==> config.mk <==
export PLATFORM = sky130hd
export DESIGN_NAME = sha1_hash_stream_flat
export DESIGN_NICKNAME = d
export VERILOG_FILES = /design/src/rtl/sha1hs_pkg.sv /design/src/rtl/sha1hs_if.sv /design/src/rtl/sha1_hash_stream.sv /design/src/rtl/sha1hs_core.sv /design/src/rtl/sha1hs_stream_top_note.sv /design/src/flat_wrapper.sv
export SDC_FILE = /design/constraint.sdc
export NUM_CORES = 2
export LEC_CHECK = 0
export ABC_AREA = 0
export BUFFER_PORTS_ARGS = -buffer_cell sky130_fd_sc_hd__buf_2
export CAP_MARGIN = 10
export CORE_MARGIN = 2
export CORE_UTILIZATION = 55
export CTS_BUF_LIST = sky130_fd_sc_hd__clkbuf_8
export DETAILED_ROUTE_END_ITERATION = 12
export PLACE_DENSITY_LB_ADDON = 0.2
export SYNTH_ARGS = -nofsm -noshare
export SYNTH_HDL_FRONTEND = slang
export SYNTH_SLANG_ARGS = --single-unit
==> constraint.sdc <==
create_clock -name clk -period 18.42 [get_ports clk]
set_input_delay 2.763 -clock clk [delete_from_list [all_inputs] [get_ports clk]]
set_output_delay 2.763 -clock clk [all_outputs]
set_load 0.01 [all_outputs]
==> src/rtl/sha1hs_pkg.sv <==
// SHA-1 stream hasher: shared types, constants and round functions.
// Used by the interface file, the round core and the top level.
// No dependencies.
package sha1hs_pkg;

	localparam int WORD_COUNT = 5;

	typedef logic [31:0] word_t;
	typedef word_t chain_t [WORD_COUNT];

	localparam word_t IV0 = 32'h67452301;
	localparam word_t IV1 = 32'hefcdab89;
	localparam word_t IV2 = 32'h98badcfe;
	localparam word_t IV3 = 32'h10325476;
	localparam word_t IV4 = 32'hc3d2e1f0;

	localparam word_t K0 = 32'h5a827999;
	localparam word_t K1 = 32'h6ed9eba1;
	localparam word_t K2 = 32'h8f1bbcdc;
	localparam word_t K3 = 32'hca62c1d6;

	localparam logic [7:0] PAD_MARK   = 8'h80;
	localparam logic [5:0] LENGTH_AT  = 6'd56;
	localparam logic [6:0] LAST_ROUND = 7'd79;

	typedef struct packed {
		logic init;
		logic load;
		logic round;
		logic fold;
	} core_ctl_t;

	function automatic word_t round_k(input logic [6:0] rnd);
		word_t k;
		if (rnd < 7'd20) begin
			k = K0;
		end else if (rnd < 7'd40) begin
			k = K1;
		end else if (rnd < 7'd60) begin
			k = K2;
		end else begin
			k = K3;
		end
		return k;
	endfunction

	function automatic word_t round_f(input logic [6:0] rnd, input word_t b, input word_t c,
			input word_t d);
		word_t f;
		if (rnd < 7'd20) begin
			f = (b & c) | (~b & d);
		end else if (rnd < 7'd40) begin
			f = b ^ c ^ d;
		end else if (rnd < 7'd60) begin
			f = (b & c) | (b & d) | (c & d);
		end else begin
			f = b ^ c ^ d;
		end
		return f;
	endfunction

endpackage

==> src/rtl/sha1hs_if.sv <==
// SHA-1 stream hasher: valid/ready channel interfaces for message bytes
// and digest words. Depends on sha1hs_pkg.
interface sha1hs_msg_if
	import sha1hs_pkg::*;
();
	logic       valid;
	logic       ready;
	logic [7:0] data_byte;
	logic       byte_present;
	logic       last_byte;

	modport source (output valid, data_byte, byte_present, last_byte, input ready);
	modport sink (input valid, data_byte, byte_present, last_byte, output ready);
endinterface

interface sha1hs_digest_if
	import sha1hs_pkg::*;
();
	logic       valid;
	logic       ready;
	word_t      digest_word;
	logic [2:0] word_index;
	logic       last_word;

	modport source (output valid, digest_word, word_index, last_word, input ready);
	modport sink (input valid, digest_word, word_index, last_word, output ready);
endinterface

==> src/rtl/sha1_hash_stream.sv <==
// SHA-1 stream hasher, top level: block buffer and schedule shift line,
// padding sequencer and digest output. Depends on sha1hs_pkg, sha1hs_if,
// sha1hs_core and sha1hs_len_byte.
//
//  channel  dir  payload                                  transaction
//  msg      in   data_byte[7:0] byte_present last_byte    one byte or close mark
//  digest   out  digest_word[31:0] word_index[2:0] last_word  one digest word
//
// A byte is taken per cycle while msg.ready is high; each 64th byte starts a block
// compression (80 rounds on the shared round unit plus the chaining add). Closing a
// message adds 9 to 72 padding bytes and one or two compressions, then five digest
// transactions.
// msg.ready is low during a compression and from a close mark until the last
// digest transaction is taken.
// Reset restores the initial chaining words and clears the fill position and count.
module sha1_hash_stream
	import sha1hs_pkg::*;
(
	input  logic            clk,
	input  logic            arst_n,
	sha1hs_msg_if.sink      msg,
	sha1hs_digest_if.source digest
);

	localparam logic [2:0] ST_IDLE = 3'd0;
	localparam logic [2:0] ST_PAD  = 3'd1;
	localparam logic [2:0] ST_COMP = 3'd2;
	localparam logic [2:0] ST_FOLD = 3'd3;
	localparam logic [2:0] ST_OUT  = 3'd4;

	localparam logic [1:0] PD_MARK = 2'd0;
	localparam logic [1:0] PD_ZERO = 2'd1;
	localparam logic [1:0] PD_LEN  = 2'd2;

	logic [2:0]   state_q;
	logic [1:0]   pad_q;
	logic         closing_q;
	logic [5:0]   fill_q;
	logic [60:0]  msg_q;
	logic [6:0]   rnd_q;
	logic [2:0]   idx_q;
	logic [511:0] buf_q;

	logic         in_acc;
	logic         out_acc;
	logic         put_en;
	logic [7:0]   put_val;
	logic         full;
	logic         is_len;
	logic [7:0]   len_byte;
	word_t        sched_new;
	word_t        w_word;
	core_ctl_t    ctl;
	chain_t       chain;

	assign msg.ready = (state_q == ST_IDLE);
	assign in_acc    = msg.valid && msg.ready;
	assign out_acc   = digest.valid && digest.ready;

	assign is_len = (pad_q == PD_LEN) || (pad_q == PD_ZERO && fill_q == LENGTH_AT);

	sha1hs_len_byte u_len (
		.msg_bytes (msg_q),
		.byte_sel  (fill_q[2:0]),
		.len_byte  (len_byte)
	);

	always_comb begin
		put_en  = 1'b0;
		put_val = msg.data_byte;
		case (state_q)
			ST_IDLE: begin
				put_en = in_acc && msg.byte_present;
			end
			ST_PAD: begin
				put_en = 1'b1;
				if (pad_q == PD_MARK) begin
					put_val = PAD_MARK;
				end else if (is_len) begin
					put_val = len_byte;
				end else begin
					put_val = 8'h00;
				end
			end
			default: begin
				put_en = 1'b0;
			end
		endcase
	end

	assign full = put_en && (fill_q == 6'd63);

	assign w_word    = buf_q[511:480];
	assign sched_new = {buf_q[94:64], buf_q[95]} ^ {buf_q[254:224], buf_q[255]}
		^ {buf_q[446:416], buf_q[447]} ^ {buf_q[510:480], buf_q[511]};

	always_comb begin
		ctl.init  = out_acc && (idx_q == 3'(WORD_COUNT - 1));
		ctl.load  = full;
		ctl.round = (state_q == ST_COMP);
		ctl.fold  = (state_q == ST_FOLD);
	end

	sha1hs_core u_core (
		.clk    (clk),
		.arst_n (arst_n),
		.ctl    (ctl),
		.rnd    (rnd_q),
		.w_word (w_word),
		.chain  (chain)
	);

	always_ff @(posedge clk) begin
		if (put_en) begin
			buf_q <= {buf_q[503:0], put_val};
		end else if (state_q == ST_COMP) begin
			buf_q <= {buf_q[479:0], sched_new};
		end
	end

	always_ff @(posedge clk or negedge arst_n) begin
		if (!arst_n) begin
			state_q   <= ST_IDLE;
			pad_q     <= PD_MARK;
			closing_q <= 1'b0;
			fill_q    <= '0;
			msg_q     <= '0;
			rnd_q     <= '0;
			idx_q     <= '0;
		end else begin
			if (put_en) begin
				fill_q <= fill_q + 6'd1;
			end
			case (state_q)
				ST_IDLE: begin
					if (in_acc) begin
						if (msg.byte_present) begin
							msg_q <= msg_q + 61'd1;
						end
						closing_q <= msg.last_byte;
						pad_q     <= PD_MARK;
						rnd_q     <= '0;
						if (full) begin
							state_q <= ST_COMP;
						end else if (msg.last_byte) begin
							state_q <= ST_PAD;
						end
					end
				end
				ST_PAD: begin
					if (pad_q == PD_MARK) begin
						pad_q <= PD_ZERO;
					end else if (is_len) begin
						pad_q <= PD_LEN;
					end
					rnd_q <= '0;
					if (full) begin
						state_q <= ST_COMP;
					end
				end
				ST_COMP: begin
					rnd_q <= rnd_q + 7'd1;
					if (rnd_q == LAST_ROUND) begin
						state_q <= ST_FOLD;
					end
				end
				ST_FOLD: begin
					idx_q <= '0;
					if (!closing_q) begin
						state_q <= ST_IDLE;
					end else if (pad_q == PD_LEN) begin
						state_q <= ST_OUT;
					end else begin
						state_q <= ST_PAD;
					end
				end
				ST_OUT: begin
					if (out_acc) begin
						idx_q <= idx_q + 3'd1;
						if (idx_q == 3'(WORD_COUNT - 1)) begin
							msg_q     <= '0;
							fill_q    <= '0;
							closing_q <= 1'b0;
							pad_q     <= PD_MARK;
							state_q   <= ST_IDLE;
						end
					end
				end
				default: begin
					state_q <= ST_IDLE;
				end
			endcase
		end
	end

	always_comb begin
		case (idx_q)
			3'd0:    digest.digest_word = chain[0];
			3'd1:    digest.digest_word = chain[1];
			3'd2:    digest.digest_word = chain[2];
			3'd3:    digest.digest_word = chain[3];
			default: digest.digest_word = chain[4];
		endcase
	end

	assign digest.valid      = (state_q == ST_OUT);
	assign digest.word_index = idx_q;
	assign digest.last_word  = (idx_q == 3'(WORD_COUNT - 1));

endmodule

==> src/rtl/sha1hs_core.sv <==
// SHA-1 stream hasher: chaining words, working variables and the single
// round unit that runs one of the 80 rounds per cycle. Depends on sha1hs_pkg.
module sha1hs_core
	import sha1hs_pkg::*;
(
	input  logic       clk,
	input  logic       arst_n,
	input  core_ctl_t  ctl,
	input  logic [6:0] rnd,
	input  word_t      w_word,
	output chain_t     chain
);

	chain_t chain_q;
	word_t  a_q, b_q, c_q, d_q, e_q;
	word_t  tmp;

	assign tmp = {a_q[26:0], a_q[31:27]} + round_f(rnd, b_q, c_q, d_q) + e_q
		+ round_k(rnd) + w_word;

	always_ff @(posedge clk or negedge arst_n) begin
		if (!arst_n) begin
			chain_q[0] <= IV0;
			chain_q[1] <= IV1;
			chain_q[2] <= IV2;
			chain_q[3] <= IV3;
			chain_q[4] <= IV4;
		end else if (ctl.init) begin
			chain_q[0] <= IV0;
			chain_q[1] <= IV1;
			chain_q[2] <= IV2;
			chain_q[3] <= IV3;
			chain_q[4] <= IV4;
		end else if (ctl.fold) begin
			chain_q[0] <= chain_q[0] + a_q;
			chain_q[1] <= chain_q[1] + b_q;
			chain_q[2] <= chain_q[2] + c_q;
			chain_q[3] <= chain_q[3] + d_q;
			chain_q[4] <= chain_q[4] + e_q;
		end
	end

	always_ff @(posedge clk) begin
		if (ctl.load) begin
			a_q <= chain_q[0];
			b_q <= chain_q[1];
			c_q <= chain_q[2];
			d_q <= chain_q[3];
			e_q <= chain_q[4];
		end else if (ctl.round) begin
			a_q <= tmp;
			b_q <= a_q;
			c_q <= {b_q[1:0], b_q[31:2]};
			d_q <= c_q;
			e_q <= d_q;
		end
	end

	assign chain = chain_q;

endmodule

==> src/rtl/sha1hs_stream_top_note.sv <==
// SHA-1 stream hasher: byte selector for the length field.
// Selects one byte of the 64-bit message bit length. Depends on sha1hs_pkg.
module sha1hs_len_byte
	import sha1hs_pkg::*;
(
	input  logic [60:0] msg_bytes,
	input  logic [2:0]  byte_sel,
	output logic [7:0]  len_byte
);

	logic [63:0] bit_len;
	logic [63:0] shifted;

	assign bit_len  = {msg_bytes, 3'b000};
	assign shifted  = bit_len >> {~byte_sel, 3'b000};
	assign len_byte = shifted[7:0];

endmodule
==> src/flat_wrapper.sv <==
// flat-port wrapper written by rule: the top's interface ports become plain ports
module sha1_hash_stream_flat import sha1hs_pkg::*;
  (clk, arst_n, msg_valid, msg_data_byte, msg_byte_present, msg_last_byte, msg_ready, digest_valid, digest_digest_word, digest_word_index, digest_last_word, digest_ready);
  sha1hs_msg_if msg_i ();
  sha1hs_digest_if digest_i ();
  input  logic clk;
  input  logic arst_n;
  input wire logic [$bits(msg_i.valid)-1:0] msg_valid;
  input wire logic [$bits(msg_i.data_byte)-1:0] msg_data_byte;
  input wire logic [$bits(msg_i.byte_present)-1:0] msg_byte_present;
  input wire logic [$bits(msg_i.last_byte)-1:0] msg_last_byte;
  output wire logic [$bits(msg_i.ready)-1:0] msg_ready;
  output wire logic [$bits(digest_i.valid)-1:0] digest_valid;
  output wire logic [$bits(digest_i.digest_word)-1:0] digest_digest_word;
  output wire logic [$bits(digest_i.word_index)-1:0] digest_word_index;
  output wire logic [$bits(digest_i.last_word)-1:0] digest_last_word;
  input wire logic [$bits(digest_i.ready)-1:0] digest_ready;
  assign msg_i.valid = msg_valid;
  assign msg_i.data_byte = msg_data_byte;
  assign msg_i.byte_present = msg_byte_present;
  assign msg_i.last_byte = msg_last_byte;
  assign msg_ready = msg_i.ready;
  assign digest_valid = digest_i.valid;
  assign digest_digest_word = digest_i.digest_word;
  assign digest_word_index = digest_i.word_index;
  assign digest_last_word = digest_i.last_word;
  assign digest_i.ready = digest_ready;
  sha1_hash_stream u_core (.clk(clk), .arst_n(arst_n), .msg(msg_i), .digest(digest_i));
endmodule
== After elaboration in Yosys (flattened, before gate mapping) ==
Cells that the tools add are included.

* Output and inout bits: 38
* Logic and storage cells: 151
* Flip-flop bits (word level): 915
* Input bits: 14

* Magnitude comparators: 3
* Shifts and indexed selects: 1
* Bitwise operators: 14
* $add $sub $neg: 13
* Reductions and logical operators: 23
* Muxes and demuxes: 58
* Eq/ne operators: 21

{| class="wikitable"
|+ Operators by type and width
! operator !! number
|-
| two-way mux 512 bit || 2
|-
| two-way mux 32 bit || 15
|-
| two-way mux 160 bit || 2
|-
| adder 32 bit || 9
|-
| two-way mux 61 bit || 4
|-
| bitwise XOR 32 bit || 5
|-
| AND 32 bit || 4
|-
| case mux 32 bit (4 select lines) || 1
|-
| case mux 61 bit (2 select lines) || 1
|-
| bitwise OR 32 bit || 3
|-
| right shift 64 x 6 -> 8 bit || 1
|-
| adder 61 x 1 -> 61 bit, second input constant || 1
|-
| inverter 32 bit || 1
|-
| two-way mux 31 bit || 1
|-
| two-way mux 3 bit || 10
|-
| two-way mux 6 bit || 4
|-
| two-way mux 8 bit || 3
|-
| case mux 7 bit (3 select lines) || 1
|-
| case mux 3 bit (5 select lines) || 1
|-
| < comparator 7 x 6 -> 1 bit, second input constant || 2
|-
| == test 3 x 2 -> 1 bit, second input constant || 4
|-
| == test 6 bit, second input constant || 2
|-
| two-way mux 2 bit || 5
|-
| AND reduction 5 bit || 2
|-
| 28 further kinds || 49
|}

== Longest topological paths before layout ==
* Depth in word-level cells: 12
* Gate-level depth with buffers: 25
* Depth with buffers taken out: 24

== Modules after synthesis ==
A second synthesis with hierarchy kept.

* Cells, all modules: 5507
* Area total of the unflattened synthesis: 54065.6 µm²

{| class="wikitable"
|+ Modules (own cells, without submodules)
! module !! cells an instance !! instances !! seq. area each (µm²) !! area an instance (µm²)
|-
| sha1_hash_stream || 2877 || 1 || 17451.7 || 27737.9
|-
| sha1hs_core || 2587 || 1 || 8908.5 || 25798.5
|-
| sha1hs_len_byte || 43 || 1 || 0.0 || 529.3
|}

== Worst setup path after synthesis ==
No wires, ideal clock.

* Path type: input port to flip-flop
* From: input port msg_byte_present
* To: register u_core.buf_q[0] (enable)
* Setup time: 3657 ps
* Data arrival time: 12040 ps
* Cell stages on the path: 6
* Setup slack: 2724 ps
* Path buffers: 3
* Required time: 14763 ps
* Cell sequence: a21oi_1 > nand2b_1 > clkbuf_1 > clkbuf_1 > clkbuf_1 > nand2_1

* Word-level cells in the longest chain between the ends: 3

{| class="wikitable"
|+ RTL lines
! item !! line !! source
|-
| start: declaration || flat_wrapper.sv:10 || <nowiki>input wire logic [$bits(msg_i.byte_present)-1:0] msg_byte_present;</nowiki>
|-
| logical AND 1 bit || sha1_hash_stream.sv:73 || <nowiki>put_en = in_acc && msg.byte_present;</nowiki>
|-
| case mux 1 bit (2 select lines) || sha1_hash_stream.sv:71 || <nowiki>case (state_q)</nowiki>
|-
| nonzero test 2 bit (no line) || n/a ||
|-
| end signal: assignment || sha1_hash_stream.sv:115 || <nowiki>buf_q <= {buf_q[503:0], put_val};</nowiki>
|-
| end signal: assignment || sha1_hash_stream.sv:117 || <nowiki>buf_q <= {buf_q[479:0], sched_new};</nowiki>
|-
| end: declaration || sha1_hash_stream.sv:42 || <nowiki>logic [511:0] buf_q;</nowiki>
|}

Every way passes these cells.
A chain may end at the register's enable or synchronous reset.

== Worst setup path in the final report ==
* From: register u_core.rnd_q[5]
* To: register u_core.u_core.a_q[31], data pin

* Word-level cells in the longest chain between the ends: 10
* Elaborated cells between the ends (all ways): 15
* Classes of those cells: 4 x add/sub; 3 x order compare; 8 x mux

{| class="wikitable"
|+ RTL lines
! item !! line !! source
|-
| start: declaration || sha1_hash_stream.sv:40 || <nowiki>logic [6:0] rnd_q;</nowiki>
|-
| start signal: assignment || sha1_hash_stream.sv:162 || <nowiki>rnd_q <= rnd_q + 7'd1;</nowiki>
|-
| < comparator 7 x 6 -> 1 bit || sha1hs_pkg.sv:39, sha1hs_pkg.sv:54 ||
|-
| two-way mux 32 bit || sha1hs_pkg.sv:54 || <nowiki>end else if (rnd < 7'd60) begin</nowiki>
|-
| two-way mux 32 bit || sha1hs_pkg.sv:52 || <nowiki>end else if (rnd < 7'd40) begin</nowiki>
|-
| two-way mux 32 bit || sha1hs_pkg.sv:50 || <nowiki>if (rnd < 7'd20) begin</nowiki>
|-
| adder 32 bit (2 in series) || sha1hs_core.sv:18 || <nowiki>assign tmp = {a_q[26:0], a_q[31:27]} + round_f(rnd, b_q, c_q, d_q) + e_q</nowiki>
|-
| adder 32 bit (*) (2 in series) || sha1hs_core.sv:19 || <nowiki>+ round_k(rnd) + w_word;</nowiki>
|-
| two-way mux 32 bit (*) || sha1hs_core.sv:50 || <nowiki>end else if (ctl.round) begin</nowiki>
|-
| two-way mux 32 bit (*) || sha1hs_core.sv:44 || <nowiki>if (ctl.load) begin</nowiki>
|-
| end signal: assignment || sha1hs_core.sv:45 || <nowiki>a_q <= chain_q[0];</nowiki>
|-
| end signal: assignment || sha1hs_core.sv:51 || <nowiki>a_q <= tmp;</nowiki>
|-
| end: declaration || sha1hs_core.sv:15 || <nowiki>word_t a_q, b_q, c_q, d_q, e_q;</nowiki>
|}

Mark *: on every way between the ends. The rest lies on a longest branch, timed or not. The select of a mux whose other input is x is not followed.

==> flow_metrics.env <==
export IMPL_status="finished clean"
export IMPL_grt_total_usage_pct=28.7
export IMPL_crit_path_max_incr_delay_ns=0.56
export IMPL_reg2reg_to="u_core.u_core.a_q[31]"
export IMPL_cts_buffers=160
export IMPL_cp_common_cell="fa_1"
export IMPL_ys_seq_area_share_pct=49.3
export IMPL_layout_setup_ws_ns=11.66
export IMPL_ant_nets=0
export IMPL_clkSinkCount=915
export IMPL_pre_cts_ws_ns=11.73
export IMPL_multiInputGateArea_mm2=0.0252
export IMPL_hpwl_um=96400
export IMPL_worstMarginPinSlew_ns=1.13
export IMPL_rows=114
export IMPL_critPathBufInv=5
export IMPL_min_path_cells=2
export IMPL_syn_num_nets=6018
export IMPL_leakage_nw=25.6
export IMPL_setup_viol=0
export IMPL_crit_chain="inv_1, maj3_1, a221oi_2, buf_4, clkinv_1, a222oi_1, fa_1, fa_1, fa_1, inv_1, ha_1, inv_1, fa_1, nor2b_1, o21ai_0, a21boi_0, o31a_1, o21ai_0, a211oi_1, o21ai_0, a21o_1, o311a_1, nor3_1"
export IMPL_num_fill_cells=8364
export IMPL_fp_dieW_um=316
export IMPL_timing_rr_start="u_core.rnd_q[5]"
export IMPL_io_buffers=51
export IMPL_cts_tree="built"
export IMPL_drtPass1Iterations=6
export IMPL_pin_count=52
export IMPL_worst_setup_path_end_kind="register"
export IMPL_ys_flop_type="edfxtp_1"
export IMPL_cp_start_kind="register"
export IMPL_grt_pass1_wl_um=223000
export IMPL_tns_ns=0
export IMPL_max_slew_margin_pct=24.5
export IMPL_gp_congestion=0.965
export IMPL_cp_slowest_cell="fa_1"
export IMPL_worst_endpoint_arrival_ns=7.46
export IMPL_pwr_density_cell_mw_per_mm2=209
export IMPL_period_needed_ns=6.76
export IMPL_crit_family="compound AO/OA/AOI/OAI gates"
export IMPL_postRouteWirelength_um=142000
export IMPL_hold_start="u_core.buf_q[384]"
export IMPL_synth_edf_count=672
export IMPL_root_buffer="clkbuf_8"
export IMPL_drive_gt1_share_pct=8.05
export IMPL_start_util_pct=55.4
export IMPL_final_period_utilization_pct=36.7
export IMPL_dp_cells=6789
export IMPL_htreeDepth=4
export IMPL_hold_class="reg2reg"
export IMPL_async_flop_share_pct=26.6
export IMPL_cts_resized=0
export IMPL_syn_area_mm2=0.0535
export IMPL_rsz0062_at_grt="false"
export IMPL_yosysWarnings=0
export IMPL_stdcell_count=7089
export IMPL_max_freq_ghz=0.148
export IMPL_grt_max_degree=237
export IMPL_cp_required_ns=19.12
export IMPL_clock_skew_ns=0.0459
export IMPL_area_delta_synth_final_pct=8.34
export IMPL_first_global_vias=39200
export IMPL_cts_hold_buffers=0
export IMPL_seq_area_mm2=0.0264
export IMPL_nets=6016
export IMPL_ir_drop_mv=0.207
export IMPL_vias_per_cell=5.83
export IMPL_antenna_found_initial=4
export IMPL_final_util_pct=60.0
export IMPL_die_h_um=316
export IMPL_avgSynthCellArea_um2=9.42
export IMPL_ff2ff_path_depth=23
export IMPL_drv_slew=0
export IMPL_synth_seq_cells=915
export IMPL_clk_pin_slew_ns=0.07
export IMPL_cts_setup_buffers=0
export IMPL_whs_endpoint="u_core.buf_q[392]"
export IMPL_netlist_instances=5677
export IMPL_core_mm2=0.0966
export IMPL_overflow=0
export IMPL_insertion_delay_ns=0.87
export IMPL_vias=41300
export IMPL_crit_type="reg2reg"
export IMPL_hold_ws_ns=0.518
export IMPL_die_area_mm2=0.0998
export IMPL_rrSetupSlack_ns=11.66
export IMPL_drc_errors=0
export IMPL_drt_initial_drc_count=4605
export IMPL_cp_max_fo=18
export IMPL_clockBufferDepth=3
export IMPL_ys_types=93
export IMPL_detail_route_wl_per_cell_um=20.0
export IMPL_hold_viol=0
export IMPL_drv_cap=0
## synth_stat cells, drive strengths merged (13+ instances only)
master	number	area share [%]
mux4	13	0.55
clkbuf	233	1.6
or3	30	0.36
xnor2	177	2.9
and2	14	0.16
o31ai	24	0.34
a21oi	224	2.1
edfxtp	672	38
nand3	96	0.91
a222oi	17	0.32
a211oi	28	0.40
nand2b	41	0.48
nor3	75	0.74
o221a	13	0.27
nor2	248	1.7
xor2	119	1.9
o21ai	298	2.8
a31oi	53	0.62
nor2b	28	0.33
buf	23	0.19
a21o	89	1.2
a22oi	65	0.91
mux2i	29	0.54
mux2	16	0.34
ha	202	4.7
nand2	1954	14
dfrtp	163	7.6
dfstp	80	3.9
and3	35	0.41
inv	266	1.9
nand4	24	0.34
o21a	26	0.36
fa	125	4.7
## through the flow
step / instance area [µm²] / power [mW]
3_5_place_dp: 54800 / 10.2
6_report: 57900 / 12.1
3_3_place_gp: 54800 / 10.1
5_1_grt: 57900 / 13.1
2_1_floorplan: 53500 / 8.69
4_1_cts: 57900 / 12.1
## tightest hold or removal path, cell delays in order (launching register included)
cell and delay [ns]:
edfxtp_1 0.34, nand2_1 0.05, nand2_1 0.05
## metal layers
| metal | up-vias | share of wire [%] | GRT usage (%) |
|---|---|---|---|
| met2 | 1553 | 45 | 44.2 |
| met1 | 20100 | 44 | 41.7 |
| met5 | - | 0.014 | 0 |
| li1 | 19500 | - | - |
| met3 | 241 | 7.8 | 4.39 |
| met4 | 4 | 2.9 | 9.67 |
## state kept, by name, summed over array words and instances, names as in the netlist, 6 cells and up
signal and cells:
u_core.u_core.b_q 32, u_core.u_core.e_q 32, u_core.fill_q 6, u_core.u_core.c_q 32
u_core.msg_q 61, u_core.buf_q 512, u_core.u_core.chain 160, u_core.u_core.d_q 32
u_core.rnd_q 7, u_core.u_core.a_q 32
## area by class of cell
cell class                      count  area share (%)
Tap cell                         1276            2.76
Timing Repair Buffer               92            1.14
Clock inverter                    116            1.02
Multi-Input combinational cell   4238            43.5
Inverter                          268            1.74
Clock buffer                      182            4.32
Sequential cell                   915            45.5
Antenna cell                        2         0.00864
## worst max path at each step
| stage | endpoint | depth (start not counted) | slack [ns] | start |
|---|---|---|---|---|
| after floorplan | u_core.buf_q[0] | 6 | 2.72 | msg_byte_present |
| after global placement | u_core.u_core.a_q[31] | 23 | 11.88 | u_core.rnd_q[5] |
| after detailed placement | u_core.u_core.a_q[31] | 23 | 11.73 | u_core.rnd_q[5] |
| after CTS | digest_digest_word[16] | 8 | 11.65 | u_core.digest.word_index[0] |
| after global routing | u_core.u_core.a_q[31] | 23 | 11.22 | u_core.rnd_q[5] |
| final | u_core.u_core.a_q[31] | 23 | 11.66 | u_core.rnd_q[5] |
## cells in the final DEF (no fill, tap or decap), types with 14 or more instances in the layout
cell,synthesis,final
clkbuf_8,0,182
fa_1,125,125
nor3_1,73,72
or3_1,29,29
a21o_1,89,89
nor2_1,248,244
dfrtp_1,163,163
a21oi_1,223,223
mux2_2,16,16
mux2i_1,29,29
xnor2_1,177,177
clkinv_1,2,24
buf_2,2,50
and2_1,14,14
a222oi_1,17,17
o21ai_0,292,292
buf_4,0,34
ha_1,202,202
nand2b_1,41,39
xor2_1,119,119
nand2_1,1954,1951
nor2b_1,28,26
edfxtp_1,672,672
inv_1,266,330
a211oi_1,27,27
dfstp_2,80,80
o31ai_1,24,24
o21a_1,26,26
nand3_1,95,95
nand4_1,22,22
and3_1,35,35
a31oi_1,53,53
a22oi_1,65,65
clkinv_2,0,16
## where the power goes
group / switching, mW / internal, mW / total [mW] / leakage [nW]
Combinational: 3.80 / 2.65 / 6.45 / 14.3
Sequential: 0.572 / 3.26 / 3.83 / 9.44
Clock: 0.902 / 0.917 / 1.82 / 1.83
## logic make-up after synthesis
group / Yosys count / share of synthesized area [%]
adder cells (fa/ha/maj): 328 / 9.42
AND/OR/NAND/NOR: 2591 / 19.8
flip-flops: 915 / 49.3
buffers and inverters: 524 / 3.71
multiplexers: 58 / 1.43
AO/OA/AOI/OAI: 965 / 11.5
XOR/XNOR: 296 / 4.85
(Power assumes the default switching activity.)
